[config.mk]
export PLATFORM = sky130hd
export DESIGN_NAME = mfde_front
export DESIGN_NICKNAME = d
export VERILOG_FILES = /design/src/mfde_pkg.sv /design/src/mfde_front.sv
export SDC_FILE = /design/constraint.sdc
export NUM_CORES = 1
export LEC_CHECK = 0
export BUFFER_PORTS_ARGS = -buffer_cell sky130_fd_sc_hd__clkbuf_2
export CAP_MARGIN = 0
export CORE_MARGIN = 2
export CORE_UTILIZATION = 55
export CTS_CLUSTER_SIZE = 12
export DETAILED_ROUTE_END_ITERATION = 10
export PLACE_DENSITY = 0.83
export SYNTH_ARGS = -nofsm -noshare
export SYNTH_HDL_FRONTEND = slang
export SYNTH_SLANG_ARGS = --single-unit
export TNS_END_PERCENT = 5
[constraint.sdc]
create_clock -name clk -period 6.5 [get_ports clk]
set_input_delay 0.65 -clock clk [delete_from_list [all_inputs] [get_ports clk]]
set_output_delay 0.65 -clock clk [all_outputs]
set_load 0.02 [all_outputs]
[src/mfde_pkg.sv]
package mfde_pkg;

    localparam int DEF_FRAME_WIDTH  = 128;
    localparam int DEF_FRAME_HEIGHT = 64;
    localparam int STORE_DEPTH      = 1024;
    localparam int ADDR_W           = $clog2(STORE_DEPTH);
    localparam int QUEUE_DEPTH      = 2;
    localparam int CW               = 12;
    localparam int IN_W             = 64;
    localparam int OUT_W            = 16;

    typedef enum logic [2:0] {
        CMD_CLEAR = 3'd0,
        CMD_PIXEL = 3'd1,
        CMD_HLINE = 3'd2,
        CMD_VLINE = 3'd3,
        CMD_RECT  = 3'd4,
        CMD_GLYPH = 3'd5,
        CMD_READ  = 3'd6
    } cmd_t;

    typedef enum logic [2:0] {
        ST_CLR,
        ST_IDLE,
        ST_SEG,
        ST_PT,
        ST_WR,
        ST_RD,
        ST_RESULT
    } back_state_t;

    typedef struct packed {
        logic [2:0]        cmd;
        logic signed [8:0] px;
        logic signed [8:0] py;
        logic signed [8:0] ex;
        logic signed [8:0] ey;
        logic [4:0]        gidx;
        logic [ADDR_W-1:0] addr;
        logic              empty_rect;
    } q_entry_t;

    function automatic logic [4:0] glyph_index(input logic [7:0] code_in);
        logic [7:0] code;
        logic [4:0] idx;
        code = code_in;
        if (code >= 8'h61 && code <= 8'h7A)
            code = code - 8'h20;
        idx = 5'd0;
        if (code >= 8'h30 && code <= 8'h39)
            idx = 5'(code - 8'h30) + 5'd1;
        else
        begin
            case (code)
                8'h41:   idx = 5'd11;
                8'h43:   idx = 5'd12;
                8'h44:   idx = 5'd13;
                8'h45:   idx = 5'd14;
                8'h48:   idx = 5'd15;
                8'h49:   idx = 5'd16;
                8'h4C:   idx = 5'd17;
                8'h4D:   idx = 5'd18;
                8'h4E:   idx = 5'd19;
                8'h4F:   idx = 5'd20;
                8'h50:   idx = 5'd21;
                8'h52:   idx = 5'd22;
                8'h54:   idx = 5'd23;
                8'h55:   idx = 5'd24;
                8'h58:   idx = 5'd25;
                default: idx = 5'd0;
            endcase
        end
        return idx;
    endfunction

    function automatic logic [7:0] font_col(input logic [4:0] idx, input logic [2:0] cx);
        logic [39:0] row;
        logic [7:0]  col;
        case (idx)
            5'd1:    row = 40'h3E_45_49_51_3E;
            5'd2:    row = 40'h00_21_7F_01_00;
            5'd3:    row = 40'h23_45_49_51_21;
            5'd4:    row = 40'h22_41_49_49_36;
            5'd5:    row = 40'h18_28_48_7F_08;
            5'd6:    row = 40'h72_51_51_51_4E;
            5'd7:    row = 40'h1E_29_49_49_06;
            5'd8:    row = 40'h40_47_48_50_60;
            5'd9:    row = 40'h36_49_49_49_36;
            5'd10:   row = 40'h30_49_49_4A_3C;
            5'd11:   row = 40'h1F_24_44_24_1F;
            5'd12:   row = 40'h1C_22_41_41_22;
            5'd13:   row = 40'h7F_41_41_22_1C;
            5'd14:   row = 40'h7F_49_49_49_41;
            5'd15:   row = 40'h7F_08_08_08_7F;
            5'd16:   row = 40'h00_41_7F_41_00;
            5'd17:   row = 40'h7F_01_01_01_01;
            5'd18:   row = 40'h7F_20_10_20_7F;
            5'd19:   row = 40'h7F_10_08_04_7F;
            5'd20:   row = 40'h3E_41_41_41_3E;
            5'd21:   row = 40'h7F_48_48_48_30;
            5'd22:   row = 40'h7F_48_4C_4A_31;
            5'd23:   row = 40'h40_40_7F_40_40;
            5'd24:   row = 40'h7E_01_01_01_7E;
            5'd25:   row = 40'h63_14_08_14_63;
            default: row = 40'h0;
        endcase
        case (cx)
            3'd0:    col = row[39:32];
            3'd1:    col = row[31:24];
            3'd2:    col = row[23:16];
            3'd3:    col = row[15:8];
            3'd4:    col = row[7:0];
            default: col = 8'h00;
        endcase
        return col;
    endfunction

    function automatic logic signed [CW-1:0] clamp_to(input logic signed [CW-1:0] v,
                                                      input logic signed [CW-1:0] hi);
        logic signed [CW-1:0] r;
        r = v;
        if (v < 0)
            r = '0;
        else if (v > hi)
            r = hi;
        return r;
    endfunction

endpackage

[src/mfde_front.sv]
module mfde_front (
    input  logic                     clk,
    input  logic                     rst_n,
    input  logic                     s_tvalid,
    output logic                     s_tready,
    input  logic [mfde_pkg::IN_W-1:0] s_tdata,
    output logic                     q_valid,
    output mfde_pkg::q_entry_t       q_entry,
    input  logic                     q_pop
);

    localparam int PW = $clog2(mfde_pkg::QUEUE_DEPTH);

    mfde_pkg::q_entry_t q_mem_reg [mfde_pkg::QUEUE_DEPTH];
    mfde_pkg::q_entry_t in_entry;
    logic [PW-1:0] wr_ptr_reg, wr_ptr_next;
    logic [PW-1:0] rd_ptr_reg, rd_ptr_next;
    logic [PW:0]   count_reg, count_next;
    logic          push;
    logic          pop;

    // decode and classify the incoming beat
    always_comb
    begin
        in_entry.cmd        = s_tdata[2:0];
        in_entry.px         = s_tdata[11:3];
        in_entry.py         = s_tdata[20:12];
        in_entry.ex         = s_tdata[29:21];
        in_entry.ey         = s_tdata[38:30];
        in_entry.gidx       = mfde_pkg::glyph_index(s_tdata[46:39]);
        in_entry.addr       = s_tdata[56:47];
        in_entry.empty_rect = ($signed(s_tdata[29:21]) <= 0) || ($signed(s_tdata[38:30]) <= 0);
    end

    assign s_tready = (count_reg != (PW+1)'(mfde_pkg::QUEUE_DEPTH));
    assign q_valid  = (count_reg != '0);
    assign q_entry  = q_mem_reg[rd_ptr_reg];
    assign push     = s_tvalid && s_tready;
    assign pop      = q_pop && q_valid;

    always_comb
    begin
        wr_ptr_next = push ? wr_ptr_reg + 1'b1 : wr_ptr_reg;
        rd_ptr_next = pop ? rd_ptr_reg + 1'b1 : rd_ptr_reg;
        count_next  = count_reg + (PW+1)'(push) - (PW+1)'(pop);
    end

    always_ff @(posedge clk or negedge rst_n)
    begin
        if (!rst_n)
        begin
            wr_ptr_reg <= '0;
            rd_ptr_reg <= '0;
            count_reg  <= '0;
        end
        else
        begin
            wr_ptr_reg <= wr_ptr_next;
            rd_ptr_reg <= rd_ptr_next;
            count_reg  <= count_next;
        end
    end

    always_ff @(posedge clk)
    begin
        if (push)
            q_mem_reg[wr_ptr_reg] <= in_entry;
    end

endmodule

==> out/metrics.cfg <==
[floorplanning]
core_um2=8220
fp.dieW_um=96.3
fp.dieArea_um2=9270
ioPinCount=125
row_count=33
initial_core_util_pct=57.0
die_height_um=96.3

[synth]
ys_warn_count=0
ys.flop_type=edfxtp_1
syn_nets=345
ys_types=39
syn_avg_cell_area_um2=17.3
synth_seq_cells=114
ys_async_sr_fraction_pct=3.51
synth_cells=270
synth-edff-count=110
yosysSeqAreaShare_pct=72.7
syn-cell-area_um2=4680

[sta]
timing.fmax_mhz=348
period_minus_slack_ns=2.87
hold_viol=0
report.final.slew_viol_count=0
rsz0062_at_grt=no
finalSetupTns_ns=0
tightest_slew_ns=0.844
fin_ws_ns=3.63
fin_crit_sh_pct=44.2
clock_skew_ns=0.00917
setup_violations=0
timing.hold.ws_ns=0.339
max-slew-margin-rel_pct=43.6

[setup_path]
crit_path_max_incr_delay_ns=0.58
setup.worst_path.start_class=flop
cp_num_buf_inv=2
critical_path_arrival_ns=2.22
worstPathRequired_ns=5.85
worstSetupPathType=reg2out
end_kind=output pin
path_delay_family=buffers and inverters
path_cells=buf_4 > mux2_2 > clkbuf_2
cp_max_fo=41
cpMaxStageDelayCell=dfrtp_2

[drt]
dr_total_vias=2797
viasPerCell=5.41
drt-initial-drc-count=116
dr.pass1.iters=7
drc_errors=0
post_drt_wl_per_cell_um=19.0
antenna_left=0
wirelength_um=9840

[placed_design]
dp_cells=484
gp_congestion=0.888
portBuffers=117
pre_cts_slack_ns=3.77
place_hpwl_um=6230

[grt]
grt_usage_pct=21.9
first_global_vias=2895
gr-total-overflow=0
antenna_found_initial=0
grt_max_degree=56
grt_pass1_wl_um=14600

[power_and_ir_drop]
seq_power_share_pct=38.8
switchingPower_mw=0.892
leakage_nw=2.28
clkPwrFrac_pct=31.0
pwr_density_cell_nw_per_um2=465
combinationalPowerShare_pct=30.3
ir_drop_v=0.000248
p_sw_share_pct=32.3
p_int_mw=1.87
finalPower_mw=2.77

[layout]
finalNetCount=474
area_growth_pct=26.9
layout-drive-gt1-share_pct=52.2
largest_register_ffs=110
instances_no_fill=517
num_antenna_cells=0
n_fill_cell=563

[clock_network]
clock_latency_ns=0.49
cts_sinks=114
post-cts-setup-buffers=0
tritoncts=built
cts.clk_slew.worst_paths_ns=0.06
root_buffer=clkbuf_8
cts_buffer_depth=2
cts_max_level=4
cts_buffers=17

[run]
maxCapViolations=0

[status]
status=completed

[hold_path]
hold_class=in2reg

stage by stage:
| step | utilization [%] | cell area (um^2) |
|---|---|---|
| 3_5_place_dp | 65.4 | 5380 |
| 2_1_floorplan | - | 4680 |
| 6_report | 72.3 | 5940 |
| 3_3_place_gp | 65.4 | 5380 |
| 4_1_cts | 72.3 | 5940 |
| 5_1_grt | 72.3 | 5940 |
cell usage in the layout, fill, tap and decap left out, types with 6 or more instances in the layout:
master	n
nand2b_1	7
edfxtp_1	110
inv_1	6
clkbuf_2	117
mux2_2	56
nor4_1	6
a211oi_1	6
nand2_1	8
clkbuf_16	16
ha_1	7
a21oi_1	7
power groups by stage:
| stage | combinational [mW] | sequential [mW] | clock (mW) |
|---|---|---|---|
| global placement | 0.817 | 1.07 | 0 |
| CTS | 0.846 | 1.07 | 0.870 |
| global route | 0.898 | 1.09 | 0.907 |
| detailed placement | 0.833 | 1.08 | 0 |
| finish | 0.837 | 1.07 | 0.857 |
| floorplan | 0.594 | 1.06 | 0 |
repair_timing:
| item | 4_1_cts | 5_1_grt |
|---|---|---|
| gates resized for setup | 0 | 0 |
| hold buffers | 1 | 0 |
| endpoints found under the hold margin | 4 | 0 |
| setup endpoints to repair | 0 | 0 |
kinds of logic after synthesis:
logic type      synth area share, %
xor+xnor                      0.748
fa+ha+maj                      1.87
simple gates                   4.92
mux                            13.7
buf+inv                        1.84
flops                          72.7
compound gates                 4.22
routing by layer:
metal	global-route usage (%)	wire length, um	up-vias
met1	23.8	3730	1379
met3	8.69	719	6
met2	38.7	5300	91
met5	0	0	-
li1	-	-	1321
met4	7.50	98	0
final timing paths:
kind / slack (ns) / end / cells past startpoint / from
min: 0.34 / q_mem_reg[0][43]$_DFFE_PP_ / 1 / s_tdata[3]
min in group asynchronous: 0.49 / count_reg[0]$_DFF_PN0_ / 2 / rst_n
max in group asynchronous: 5.86 / rd_ptr_reg$_DFFE_PN0P_ / 2 / rst_n
max: 3.63 / q_entry[4] / 3 / rd_ptr_reg$_DFFE_PN0P_
min reg2reg: 0.51 / count_reg[1]$_DFF_PN0_ / 1 / count_reg[1]$_DFF_PN0_
max reg2reg: 4.29 / q_mem_reg[0][24]$_DFFE_PP_ / 4 / count_reg[1]$_DFF_PN0_
Yosys cell counts, types with 3 or more instances:
library cell	n	share of area (%)
a211oi_1	6	0.96
a21oi_1	7	0.75
buf_2	6	0.64
clkbuf_1	4	0.32
dfrtp_1	4	2.1
edfxtp_1	110	71
ha_1	7	1.9
inv_1	6	0.48
mux2_2	56	13
nand2_1	8	0.64
nand2b_1	7	0.94
nor2_1	5	0.40
nor2b_1	3	0.40
nor3_1	4	0.43
nor4_1	6	0.80
xnor2_1	3	0.56
final cells by class:
| cell class | count | area (um^2) | area share [%] |
|---|---|---|---|
| clock buffers | 19 | 422 | 7.09 |
| clock inverters | 13 | 136 | 2.29 |
| inverters | 8 | 30.0 | 0.505 |
| well taps | 105 | 131 | 2.21 |
| repair buffers | 121 | 618 | 10.4 |
| multi-input cells | 137 | 1200 | 20.2 |
| flip-flops and latches | 114 | 3400 | 57.3 |
Power figures use the tool's default switching activity.
